<file path="src/hdl/piaw_pkg.sv">
package piaw_pkg;

    // field widths
    localparam int TP_W       = 7;
    localparam int KP_W       = 16;
    localparam int KI_W       = 20;
    localparam int SMP_W      = 16;
    localparam int INIT_W     = 7;
    localparam int DUTY_W     = 7;
    localparam int CFG_IDX_W  = 2;
    localparam int CFG_DATA_W = 20;

    // Q16 percent values
    localparam int INT_W  = 23;
    localparam int Q16_SH = 16;
    localparam logic [INT_W-1:0]  Q16_FULL   = 23'd6553600;
    localparam logic [INT_W-1:0]  ROUND_HALF = 23'd32768;
    localparam logic [TP_W-1:0]   PCT_FULL   = 7'd100;

    // serial multiplier: multiplicand, multiplier and product widths
    localparam int MA_W  = 23;
    localparam int MB_W  = KI_W;
    localparam int PR_W  = MA_W + MB_W;
    // serial divider dividend, counter
    localparam int DVD_W = PR_W;
    localparam int CNT_W = 6;

    // proportional term magnitude and signed sum width
    localparam int P_W  = 29;
    localparam int PS_W = 31;
    localparam logic [PS_W-1:0] Q16_FULL_PS = {{(PS_W-INT_W){1'b0}}, Q16_FULL};

    // register reset values
    localparam logic [TP_W-1:0] TP_RESET = 7'd50;
    localparam logic [KP_W-1:0] KP_RESET = 16'd500;
    localparam logic [KI_W-1:0] KI_RESET = 20'd50000;

    // register indexes
    localparam logic [CFG_IDX_W-1:0] CFG_TARGET = 2'd0;
    localparam logic [CFG_IDX_W-1:0] CFG_KP     = 2'd1;
    localparam logic [CFG_IDX_W-1:0] CFG_KI     = 2'd2;

    typedef enum logic [3:0] {
        S_IDLE,
        S_T_MUL,
        S_T_DIV,
        S_ERR,
        S_E_MUL,
        S_E_DIV,
        S_P_MUL,
        S_P_DIV,
        S_D_MUL,
        S_D_DIV,
        S_INTEG,
        S_OUT
    } t_state;

endpackage

</file>
<file path="src/hdl/piaw_if.sv">
interface piaw_req_if import piaw_pkg::*; ();
    logic              valid;
    logic              ready;
    logic              func;
    logic [SMP_W-1:0]  sample_raw;
    logic [INIT_W-1:0] reload_pct;

    modport source (output valid, func, sample_raw, reload_pct, input ready);
    modport sink   (input valid, func, sample_raw, reload_pct, output ready);
endinterface

interface piaw_rsp_if import piaw_pkg::*; ();
    logic              valid;
    logic              ready;
    logic [DUTY_W-1:0] duty_pct;

    modport source (output valid, duty_pct, input ready);
    modport sink   (input valid, duty_pct, output ready);
endinterface

</file>
<file path="src/hdl/pi_duty_controller_antiwindup_top.sv">
// pi duty controller with conditional-integration anti-windup
// i_req carries one request: func 0 is a control step with an adc sample,
// func 1 reloads the integrator from reload_pct and gives no result.
// o_rsp carries the duty cycle in percent, 0..100, one for each control step.
// gains and setpoint are written through i_cfg_we / i_cfg_idx / i_cfg_data
// while no request is in flight; a setpoint above 100 is stored as 100.
// a control step runs through one shift-add multiplier and one restoring
// divider, both one bit per cycle, four multiply/divide pairs in a row;
// i_req.ready rises together with o_rsp.valid, so the next request can be
// taken as soon as the result is shown.
// a reload request loads the integrator and leaves the block idle.
// the result sits in an output register, so the next request is accepted while
// it waits; a control step that finishes while the receiver still stalls the
// previous result holds in its last state until that result is taken.
// reset (synchronous, active low) clears the integrator, restores the register
// defaults and drops o_rsp.valid.
module pi_duty_controller_antiwindup_top import piaw_pkg::*; #(
    parameter int unsigned ADC_MAX     = 4095,
    parameter int unsigned SAMPLE_RATE = 10000
) (
    input  logic                  i_clk,
    input  logic                  i_rst_n,
    input  logic                  i_cfg_we,
    input  logic [CFG_IDX_W-1:0]  i_cfg_idx,
    input  logic [CFG_DATA_W-1:0] i_cfg_data,
    piaw_req_if.sink              i_req,
    piaw_rsp_if.source            o_rsp
);

    localparam int ERR_W = $clog2(ADC_MAX + 1);
    localparam int DD_W  = $clog2(64'd1000 * SAMPLE_RATE + 64'd1);
    localparam int DVS_W = (DD_W > ERR_W) ? DD_W : ERR_W;

    // bit counts of each multiplier and divider run
    localparam int N_TM = TP_W;
    localparam int N_TD = TP_W + ERR_W;
    localparam int N_EM = ERR_W;
    localparam int N_ED = ERR_W + MA_W;
    localparam int N_PM = KP_W;
    localparam int N_PD = MA_W + KP_W;
    localparam int N_DM = KI_W;
    localparam int N_DD = MA_W + KI_W;

    // product alignment and dividend left-justify amounts
    localparam int SH_TM = MB_W - N_TM;
    localparam int SH_EM = MB_W - N_EM;
    localparam int SH_PM = MB_W - N_PM;
    localparam int SH_DM = MB_W - N_DM;
    localparam int SL_TD = DVD_W - N_TD;
    localparam int SL_ED = DVD_W - N_ED;
    localparam int SL_PD = DVD_W - N_PD;
    localparam int SL_DD = DVD_W - N_DD;

    localparam logic [DVS_W-1:0] DV_T = DVS_W'(100);
    localparam logic [DVS_W-1:0] DV_E = DVS_W'(ADC_MAX);
    localparam logic [DVS_W-1:0] DV_P = DVS_W'(1000);
    localparam logic [DVS_W-1:0] DV_D = DVS_W'(64'd1000 * SAMPLE_RATE);

    t_state             r_state, n_state;
    logic [CNT_W-1:0]   r_cnt, n_cnt;
    logic [MA_W-1:0]    r_ma, n_ma;
    logic [MB_W-1:0]    r_mb, n_mb;
    logic [MA_W-1:0]    r_mhi, n_mhi;
    logic [DVD_W-1:0]   r_dvd, n_dvd;
    logic [DVS_W-1:0]   r_rem, n_rem;
    logic [DVS_W-1:0]   r_dvs, n_dvs;
    logic [ERR_W-1:0]   r_smp, n_smp;
    logic [ERR_W-1:0]   r_tgt, n_tgt;
    logic               r_neg, n_neg;
    logic [MA_W-1:0]    r_e, n_e;
    logic [P_W-1:0]     r_pm, n_pm;
    logic [INT_W-1:0]   r_integ, n_integ;
    logic               r_ovalid, n_ovalid;
    logic [DUTY_W-1:0]  r_oduty, n_oduty;
    logic [TP_W-1:0]    r_tp;
    logic [KP_W-1:0]    r_kp;
    logic [KI_W-1:0]    r_ki;

    logic [MA_W:0]      w_madd;
    logic [MA_W-1:0]    w_mhi_step;
    logic [MB_W-1:0]    w_mb_step;
    logic [PR_W-1:0]    w_prod;
    logic [DVS_W:0]     w_rsh;
    logic [DVS_W:0]     w_rsub;
    logic               w_qb;
    logic [DVS_W-1:0]   w_rem_step;
    logic [DVD_W-1:0]   w_dvd_step;
    logic [ERR_W:0]     w_err;
    logic [ERR_W:0]     w_emag;
    logic [TP_W-1:0]    w_init;
    logic [ERR_W-1:0]   w_smp_sat;
    logic [PS_W-1:0]    w_pext;
    logic [PS_W-1:0]    w_p;
    logic [PS_W-1:0]    w_isum;
    logic               w_isum_neg;
    logic               w_dnz;
    logic               w_skip;
    logic [DVD_W-1:0]   w_iup;
    logic [INT_W-1:0]   w_inew;
    logic [INT_W-1:0]   w_osat;
    logic [INT_W-1:0]   w_round;

    assign i_req.ready    = (r_state == S_IDLE);
    assign o_rsp.valid    = r_ovalid;
    assign o_rsp.duty_pct = r_oduty;

    // one multiplier bit per cycle, product shifts in from the top
    assign w_madd     = r_mb[0] ? ({1'b0, r_mhi} + {1'b0, r_ma}) : {1'b0, r_mhi};
    assign w_mhi_step = w_madd[MA_W:1];
    assign w_mb_step  = {w_madd[0], r_mb[MB_W-1:1]};
    assign w_prod     = {w_mhi_step, w_mb_step};

    // restoring divide, quotient bits shift into the dividend register
    assign w_rsh      = {r_rem, r_dvd[DVD_W-1]};
    assign w_rsub     = w_rsh - {1'b0, r_dvs};
    assign w_qb       = (w_rsh >= {1'b0, r_dvs});
    assign w_rem_step = w_qb ? w_rsub[DVS_W-1:0] : w_rsh[DVS_W-1:0];
    assign w_dvd_step = {r_dvd[DVD_W-2:0], w_qb};

    assign w_init    = (i_req.reload_pct > PCT_FULL) ? PCT_FULL : i_req.reload_pct;
    assign w_smp_sat = (i_req.sample_raw > SMP_W'(ADC_MAX)) ? ERR_W'(ADC_MAX)
                                                            : i_req.sample_raw[ERR_W-1:0];

    assign w_err  = {1'b0, r_tgt} - {1'b0, r_smp};
    assign w_emag = w_err[ERR_W] ? ({(ERR_W+1){1'b0}} - w_err) : w_err;

    // signed p plus integrator, read before and after the integrator update
    assign w_pext     = {{(PS_W-P_W){1'b0}}, r_pm};
    assign w_p        = r_neg ? ({PS_W{1'b0}} - w_pext) : w_pext;
    assign w_isum     = w_p + {{(PS_W-INT_W){1'b0}}, r_integ};
    assign w_isum_neg = w_isum[PS_W-1];
    assign w_dnz      = |r_dvd;
    assign w_skip     = (!r_neg && w_dnz && !w_isum_neg && (w_isum >= Q16_FULL_PS))
                     || (r_neg && w_dnz && (w_isum_neg || (w_isum == '0)));

    assign w_iup  = {{(DVD_W-INT_W){1'b0}}, r_integ} + r_dvd;
    assign w_inew = r_neg
        ? ((r_dvd > {{(DVD_W-INT_W){1'b0}}, r_integ}) ? '0 : r_integ - r_dvd[INT_W-1:0])
        : ((w_iup > {{(DVD_W-INT_W){1'b0}}, Q16_FULL}) ? Q16_FULL : w_iup[INT_W-1:0]);

    assign w_osat  = w_isum_neg ? '0
                   : ((w_isum > Q16_FULL_PS) ? Q16_FULL : w_isum[INT_W-1:0]);
    assign w_round = w_osat + ROUND_HALF;

    always_comb begin
        n_state  = r_state;
        n_cnt    = r_cnt;
        n_ma     = r_ma;
        n_mb     = r_mb;
        n_mhi    = r_mhi;
        n_dvd    = r_dvd;
        n_rem    = r_rem;
        n_dvs    = r_dvs;
        n_smp    = r_smp;
        n_tgt    = r_tgt;
        n_neg    = r_neg;
        n_e      = r_e;
        n_pm     = r_pm;
        n_integ  = r_integ;
        n_ovalid = r_ovalid && !o_rsp.ready;
        n_oduty  = r_oduty;

        unique case (r_state)
            S_IDLE: begin
                if (i_req.valid) begin
                    if (i_req.func) begin
                        n_integ = {w_init, {Q16_SH{1'b0}}};
                    end else begin
                        n_smp   = w_smp_sat;
                        n_ma    = MA_W'(ADC_MAX);
                        n_mb    = MB_W'(r_tp);
                        n_mhi   = '0;
                        n_cnt   = CNT_W'(N_TM - 1);
                        n_state = S_T_MUL;
                    end
                end
            end
            S_T_MUL: begin
                n_mhi = w_mhi_step;
                n_mb  = w_mb_step;
                n_cnt = r_cnt - 1'b1;
                if (r_cnt == '0) begin
                    n_dvd   = (w_prod >> SH_TM) << SL_TD;
                    n_rem   = '0;
                    n_dvs   = DV_T;
                    n_cnt   = CNT_W'(N_TD - 1);
                    n_state = S_T_DIV;
                end
            end
            S_T_DIV: begin
                n_dvd = w_dvd_step;
                n_rem = w_rem_step;
                n_cnt = r_cnt - 1'b1;
                if (r_cnt == '0) begin
                    n_tgt   = w_dvd_step[ERR_W-1:0];
                    n_state = S_ERR;
                end
            end
            S_ERR: begin
                n_neg   = w_err[ERR_W];
                n_ma    = Q16_FULL;
                n_mb    = MB_W'(w_emag[ERR_W-1:0]);
                n_mhi   = '0;
                n_cnt   = CNT_W'(N_EM - 1);
                n_state = S_E_MUL;
            end
            S_E_MUL: begin
                n_mhi = w_mhi_step;
                n_mb  = w_mb_step;
                n_cnt = r_cnt - 1'b1;
                if (r_cnt == '0) begin
                    n_dvd   = (w_prod >> SH_EM) << SL_ED;
                    n_rem   = '0;
                    n_dvs   = DV_E;
                    n_cnt   = CNT_W'(N_ED - 1);
                    n_state = S_E_DIV;
                end
            end
            S_E_DIV: begin
                n_dvd = w_dvd_step;
                n_rem = w_rem_step;
                n_cnt = r_cnt - 1'b1;
                if (r_cnt == '0) begin
                    n_e     = w_dvd_step[MA_W-1:0];
                    n_ma    = w_dvd_step[MA_W-1:0];
                    n_mb    = MB_W'(r_kp);
                    n_mhi   = '0;
                    n_cnt   = CNT_W'(N_PM - 1);
                    n_state = S_P_MUL;
                end
            end
            S_P_MUL: begin
                n_mhi = w_mhi_step;
                n_mb  = w_mb_step;
                n_cnt = r_cnt - 1'b1;
                if (r_cnt == '0) begin
                    n_dvd   = (w_prod >> SH_PM) << SL_PD;
                    n_rem   = '0;
                    n_dvs   = DV_P;
                    n_cnt   = CNT_W'(N_PD - 1);
                    n_state = S_P_DIV;
                end
            end
            S_P_DIV: begin
                n_dvd = w_dvd_step;
                n_rem = w_rem_step;
                n_cnt = r_cnt - 1'b1;
                if (r_cnt == '0) begin
                    n_pm    = w_dvd_step[P_W-1:0];
                    n_ma    = r_e;
                    n_mb    = r_ki;
                    n_mhi   = '0;
                    n_cnt   = CNT_W'(N_DM - 1);
                    n_state = S_D_MUL;
                end
            end
            S_D_MUL: begin
                n_mhi = w_mhi_step;
                n_mb  = w_mb_step;
                n_cnt = r_cnt - 1'b1;
                if (r_cnt == '0) begin
                    n_dvd   = (w_prod >> SH_DM) << SL_DD;
                    n_rem   = '0;
                    n_dvs   = DV_D;
                    n_cnt   = CNT_W'(N_DD - 1);
                    n_state = S_D_DIV;
                end
            end
            S_D_DIV: begin
                n_dvd = w_dvd_step;
                n_rem = w_rem_step;
                n_cnt = r_cnt - 1'b1;
                if (r_cnt == '0) begin
                    n_state = S_INTEG;
                end
            end
            S_INTEG: begin
                // integrator step magnitude is left in the divider register
                if (!w_skip) begin
                    n_integ = w_inew;
                end
                n_state = S_OUT;
            end
            S_OUT: begin
                if (!r_ovalid || o_rsp.ready) begin
                    n_ovalid = 1'b1;
                    n_oduty  = w_round[Q16_SH+DUTY_W-1:Q16_SH];
                    n_state  = S_IDLE;
                end
            end
            default: begin
                n_state = S_IDLE;
            end
        endcase
    end

    always_ff @(posedge i_clk) begin
        if (!i_rst_n) begin
            r_state  <= S_IDLE;
            r_ovalid <= 1'b0;
            r_integ  <= '0;
        end else begin
            r_state  <= n_state;
            r_ovalid <= n_ovalid;
            r_integ  <= n_integ;
        end
    end

    always_ff @(posedge i_clk) begin
        r_cnt   <= n_cnt;
        r_ma    <= n_ma;
        r_mb    <= n_mb;
        r_mhi   <= n_mhi;
        r_dvd   <= n_dvd;
        r_rem   <= n_rem;
        r_dvs   <= n_dvs;
        r_smp   <= n_smp;
        r_tgt   <= n_tgt;
        r_neg   <= n_neg;
        r_e     <= n_e;
        r_pm    <= n_pm;
        r_oduty <= n_oduty;
    end

    always_ff @(posedge i_clk) begin
        if (!i_rst_n) begin
            r_tp <= TP_RESET;
            r_kp <= KP_RESET;
            r_ki <= KI_RESET;
        end else if (i_cfg_we) begin
            unique case (i_cfg_idx)
                CFG_TARGET: begin
                    r_tp <= (i_cfg_data[TP_W-1:0] > PCT_FULL) ? PCT_FULL
                                                              : i_cfg_data[TP_W-1:0];
                end
                CFG_KP: begin
                    r_kp <= i_cfg_data[KP_W-1:0];
                end
                CFG_KI: begin
                    r_ki <= i_cfg_data[KI_W-1:0];
                end
                default: begin
                end
            endcase
        end
    end

endmodule

</file>
<file path="src/flat_wrapper.sv">
// flat-port wrapper written by rule: the top's interface ports become plain ports
module pi_duty_controller_antiwindup_top_flat import piaw_pkg::*;
#(
    parameter int unsigned ADC_MAX     = 4095,
    parameter int unsigned SAMPLE_RATE = 10000
)
  (i_clk, i_rst_n, i_cfg_we, i_cfg_idx, i_cfg_data, i_req_valid, i_req_func, i_req_sample_raw, i_req_reload_pct, i_req_ready, o_rsp_valid, o_rsp_duty_pct, o_rsp_ready);
  piaw_req_if i_req_i ();
  piaw_rsp_if o_rsp_i ();
  input  logic i_clk;
  input  logic i_rst_n;
  input  logic i_cfg_we;
  input  logic [CFG_IDX_W-1:0] i_cfg_idx;
  input  logic [CFG_DATA_W-1:0] i_cfg_data;
  input wire logic [$bits(i_req_i.valid)-1:0] i_req_valid;
  input wire logic [$bits(i_req_i.func)-1:0] i_req_func;
  input wire logic [$bits(i_req_i.sample_raw)-1:0] i_req_sample_raw;
  input wire logic [$bits(i_req_i.reload_pct)-1:0] i_req_reload_pct;
  output wire logic [$bits(i_req_i.ready)-1:0] i_req_ready;
  output wire logic [$bits(o_rsp_i.valid)-1:0] o_rsp_valid;
  output wire logic [$bits(o_rsp_i.duty_pct)-1:0] o_rsp_duty_pct;
  input wire logic [$bits(o_rsp_i.ready)-1:0] o_rsp_ready;
  assign i_req_i.valid = i_req_valid;
  assign i_req_i.func = i_req_func;
  assign i_req_i.sample_raw = i_req_sample_raw;
  assign i_req_i.reload_pct = i_req_reload_pct;
  assign i_req_ready = i_req_i.ready;
  assign o_rsp_valid = o_rsp_i.valid;
  assign o_rsp_duty_pct = o_rsp_i.duty_pct;
  assign o_rsp_i.ready = o_rsp_ready;
  pi_duty_controller_antiwindup_top #(.ADC_MAX(ADC_MAX), .SAMPLE_RATE(SAMPLE_RATE)) u_core (.i_clk(i_clk), .i_rst_n(i_rst_n), .i_cfg_we(i_cfg_we), .i_cfg_idx(i_cfg_idx), .i_cfg_data(i_cfg_data), .i_req(i_req_i), .o_rsp(o_rsp_i));
endmodule
</file>
<file path="config.mk">
export PLATFORM = sky130hd
export DESIGN_NAME = pi_duty_controller_antiwindup_top_flat
export DESIGN_NICKNAME = d
export VERILOG_FILES = /design/src/hdl/piaw_pkg.sv /design/src/hdl/piaw_if.sv /design/src/hdl/pi_duty_controller_antiwindup_top.sv /design/src/flat_wrapper.sv
export SDC_FILE = /design/constraint.sdc
export NUM_CORES = 1
export LEC_CHECK = 0
export BUFFER_PORTS_ARGS = -buffer_cell sky130_fd_sc_hd__buf_2
export CORE_AREA = 2 2 237 239
export DETAILED_ROUTE_END_ITERATION = 6
export DIE_AREA = 0 0 239 241
export GPL_ROUTABILITY_DRIVEN = 0
export PLACE_DENSITY_LB_ADDON = 0.12
export SYNTH_ARGS = -nofsm -noshare
export SYNTH_HDL_FRONTEND = slang
export SYNTH_SLANG_ARGS = --single-unit
</file>
<file path="constraint.sdc">
create_clock -name i_clk -period 13.3 [get_ports i_clk]
set_input_delay 2.66 -clock i_clk [delete_from_list [all_inputs] [get_ports i_clk]]
set_output_delay 2.66 -clock i_clk [all_outputs]
set_load 0.02 [all_outputs]
</file>
==> results.txt <==
----------------------------------------------------
[Run status]
  Result of the run ... finished with violations
  Failing checks ... design-rule violations

[Timing]
  Max_slew headroom ... 0.0921
  Accumulated negative setup slack ... 0 ns
  Final worst path period share ... 0.474
  Setup clock skew after layout ... 0.0253 ns
  Final critical-path required period ... 6.30 ns
  Final worst-path setup slack ... 7.00 ns
  Fmax ... 159 MHz
  Worst Max-Slew Pin Slew ... 1.35 ns
  Final-report max-slew violation count ... 0
  Final Hold Fails ... 0
  Number of setup violations in the final report ... 0
  Setup repair after global routing missed its margin ... false

[Synthesis]
  Ranking of synthesized cells by area ... edfxtp_1 32%, ha_1 8.6%, dfxtp_1 6.5%, a21oi_1 4.4%, nand2_1 4.0%
  Post-synth EDFFs ... 230
  Average cell area after synthesis ... 8.95 um2
  Synth Flop Type ... edfxtp_1
  Library cell occupying the most area in the post-synthesis netlist ... edfxtp_1
  Portion of the post-synthesis area used by sequential elements ... 0.380
  Number of library cell types mapped by synthesis ... 92
  Share of synthesized registers carrying an async set or reset ... 0
  Post-synthesis sequential element count ... 301
  Cells after Synth ... 2,446
  Synth Cell Area ... 21,900 um2
  Warnings, synthesis ... 0
  Net count of the mapped netlist ... 2,653
  Yosys top cell area share ... 0.316

[Power]
  Power per unit of standard cell area ... 170 nW/um2
  Switching power total ... 1.66 mW
  Pleak ... 9.07 nW
  Switching portion of total power ... 0.406
  Internal power contribution ... 2.43 mW
  Power consumption ... 4.09 mW
  Clk pwr share ... 0.249
  Reg power frac ... 0.357
  Combinational share of power ... 0.394
  Worst supply voltage drop on vdd ... 0.104 mV

[Cells and area]
  Commonest cells after routing, fill and taps aside ... 234 x nand2_1, 230 x edfxtp_1, 194 x nor2_1
  Utilization of the core after routing ... 0.439
  Area growth, synth to finish ... 10.1%
  Proportion of layout cells with a drive suffix above 1 ... 0.0809
  Antenna diode count ... 0
  Fill cells ... 5,420
  Total non-filler cell area in the finished layout ... 24,100 um2
  Most frequent standard cell in the layout excluding fill and tap cells ... nand2_1
  Net count, final ... 2,664

[Detailed routing]
  Post-detailed-route via-to-cell ratio ... 6.07
  Wire length on met1 ... 32,100 um
  Highest metal layer used by the detailed router ... met4
  Drt total wl ... 70,900 um
  Number of DRC violations after detailed-routing iteration 0 ... 2,202
  Total met3 wirelength after detailed routing ... 4890 um
  Detailed-routed wire length on met2 ... 31,500 um
  Remaining antenna violation count ... 0
  Total iterations of the first detailed-routing run ... 7
  Via count of the routed design ... 19,300
  Number of DRC violations after detailed routing ... 1
  Routed length per instance ... 22.2 um

[Setup path]
  Endpoint of the worst-slack reg-to-reg timing path ... u_core.o_rsp.duty_pct[5]
  CP required ... 13.61 ns
  Kind of capture point of the worst setup path ... flip-flop
  Maximum fanout count along the critical path ... 67
  Crit path capture ... u_core.o_rsp.duty_pct[5]
  Levels on crit path ... 20
  Critical path startpoint category ... flip-flop
  Internal reg-to-reg setup slack ... 7.00 ns
  Crit-path cells ... buf_4 > inv_1 > a31oi_1 > xor2_1 > ha_1 > and3_1 > a221oi_1 > nand3_1 > and3_1 > nor3_1 > nor3_1 > a2bb2oi_1 > nor3_1 > o31ai_1 > nor2_1 > ha_1 > and3_1 > nand3_1 > a21oi_1 > o22ai_1
  Number of buffer and inverter stages on the critical path ... 2
  Top Family by Delay on Critical Path ... simple AND/OR/NAND/NOR gates
  Startpoint-to-endpoint class of the critical path ... flip-flop to flip-flop
  Crit-path max cell delay ... 0.58 ns
  Cell count of the worst reg-to-reg path ... 20
  Library cell contributing the largest single delay on the critical path ... buf_4
  Source of the worst register-to-register timing path ... u_core.r_neg
  Critical path origin ... u_core.r_neg
  Data arrival at the endpoint of the critical path ... 6.61 ns

[Placed design]
  Post-placement cell area ... 22,900 um2
  Quantity of I/O buffers inserted on ports ... 59
  Worst-case setup slack after placement ... 7.13 ns
  Final HPWL DP ... 53,000 um

[Worst hold path]
  Worst min-delay path startpoint ... u_core.r_ki[0]
  Hold Crit Class ... flip-flop to flip-flop

[Clock network]
  Buffer levels on the longest clock path ... 3
  CTS tree ... built
  Worst-skew pair later-pin latency ... 0.58 ns
  Root cell of the clock tree ... clkbuf_16
  Hold buffers post-CTS ... 0
  Clock-pin slew of the registers on the worst-case setup and hold paths ... 0.06 ns
  Post-CTS repair timing setup buffer count ... 0
  TritonCTS buffer count ... 38
  H-Tree Level Count ... 2
  Count of cells resized by post-cts repair ... 0
  Number of sinks driven by the clock tree ... 301

[Global route]
  Antenna violations before repair ... 0
  Maximum number of pins on one net before global-route repair ... 68
  Global router's overall resource usage ... 0.243
  First-pass GRT wire length ... 108,000 um
  Via count of the first global-routing pass ... 18,300
  Remaining global-route overflow ... 0

[Floorplanning]
  Number of ports placed on the die boundary ... 60
  Overall die width ... 239 um
  Die outline height ... 241 um
  Row count ... 86
  Effective utilization at floorplan ... 0.399
  Die area ... 57,600 um2
  Core area ... 54,900 um2

[Flow run]
  Max-capacitance violation count ... 0

----------------------------------------------------
[stage by stage]
step / hold slack (ns) / std cells
CTS: 0.457 / 3188
detailed placement: 0.449 / 3121
global placement: 0.445 / 3121
finish: 0.459 / 3188
floorplan: 0.424 / 2446
global route: 0.475 / 3188
[worst min path at each step]
| stage | endpoint | cells past startpoint |
|---|---|---|
| after global routing | u_core.r_ki[1] | 2 |
| after CTS | u_core.r_kp[10] | 2 |
| after global placement | u_core.r_ki[3] | 2 |
| final | u_core.r_ki[0] | 2 |
| after floorplan | u_core.r_pm[24] | 0 |
| after detailed placement | u_core.r_kp[10] | 2 |
[power groups by stage]
stage	logic [mW]	registers, mW	clock network [mW]
after floorplan	1.19	1.36	0
after global placement	1.57	1.47	0
after detailed placement	1.59	1.47	0
after CTS	1.60	1.46	1.04
after global routing	1.78	1.48	1.08
final	1.61	1.46	1.02
[sequential cells by signal, summed over array words and instances (netlist names), 4 cells and up]
name	count
u_core.r_dvd	43
u_core.r_pm	29
u_core.r_rem	24
u_core.r_e	23
u_core.r_integ	23
u_core.r_ma	23
u_core.r_mhi	23
u_core.r_ki	20
u_core.r_mb	20
u_core.r_kp	16
u_core.r_smp	12
u_core.r_tgt	12
u_core.o_rsp.duty_pct	7
u_core.r_dvs	7
u_core.r_tp	7
u_core.r_cnt	6
u_core.r_state	4
[cells in the mapped netlist (18+ instances only)]
cell type	instances
mux2i_1	36
dfxtp_1	71
o31ai_1	25
nand4_1	35
nand2b_1	39
xor2_1	42
and2_1	19
o21a_1	23
edfxtp_1	230
xnor2_1	86
a31oi_1	20
and3_1	25
ha_1	150
a21oi_1	191
o21ai_0	124
nand2_1	234
nor3_1	62
a211oi_1	19
a21o_1	34
nor2b_1	30
nand3_1	66
nor4_1	46
inv_1	139
o211ai_1	18
or3_1	30
nor2_1	196
clkbuf_1	90
[worst register-to-register path: stages, from the launching register on]
cell       delay [ns]
edfxtp_1         0.33
buf_4            0.58
inv_1            0.57
a31oi_1          0.31
xor2_1           0.18
ha_1             0.31
and3_1           0.21
a221oi_1         0.49
nand3_1          0.32
and3_1           0.28
nor3_1           0.30
nor3_1           0.14
a2bb2oi_1        0.17
nor3_1           0.54
o31ai_1          0.36
nor2_1           0.17
ha_1             0.19
and3_1           0.19
nand3_1          0.11
a21oi_1          0.18
o22ai_1          0.10
[final cells by class]
type                       count  area [um2]  share of cell area
clock buffer                  48        1010              0.0418
clock inverter                19         195             0.00810
inverter                     145         544              0.0226
multi-input combinational   1883       12600               0.524
sequential                   301        8330               0.346
tap                          704         881              0.0366
timing repair buffer          88         513              0.0213
[kinds of logic after synthesis]
kind of cell,count (synthesis),synth area share
AND/OR/NAND/NOR,855,0.195
AO/OA/AOI/OAI,705,0.218
flip-flops,301,0.380
buffers and inverters,262,0.0465
adder cells (fa/ha/maj),157,0.0917
XOR/XNOR,128,0.0512
multiplexers,38,0.0175
[metal layers]
layer | GRT usage | vias to the layer above
li1 | - | 9166
met1 | 0.338 | 9333
met2 | 0.378 | 706
met3 | 0.0460 | 132
met4 | 0.0852 | 0
met5 | 0 | -
Note: power is estimated with default switching activity, not from simulation.
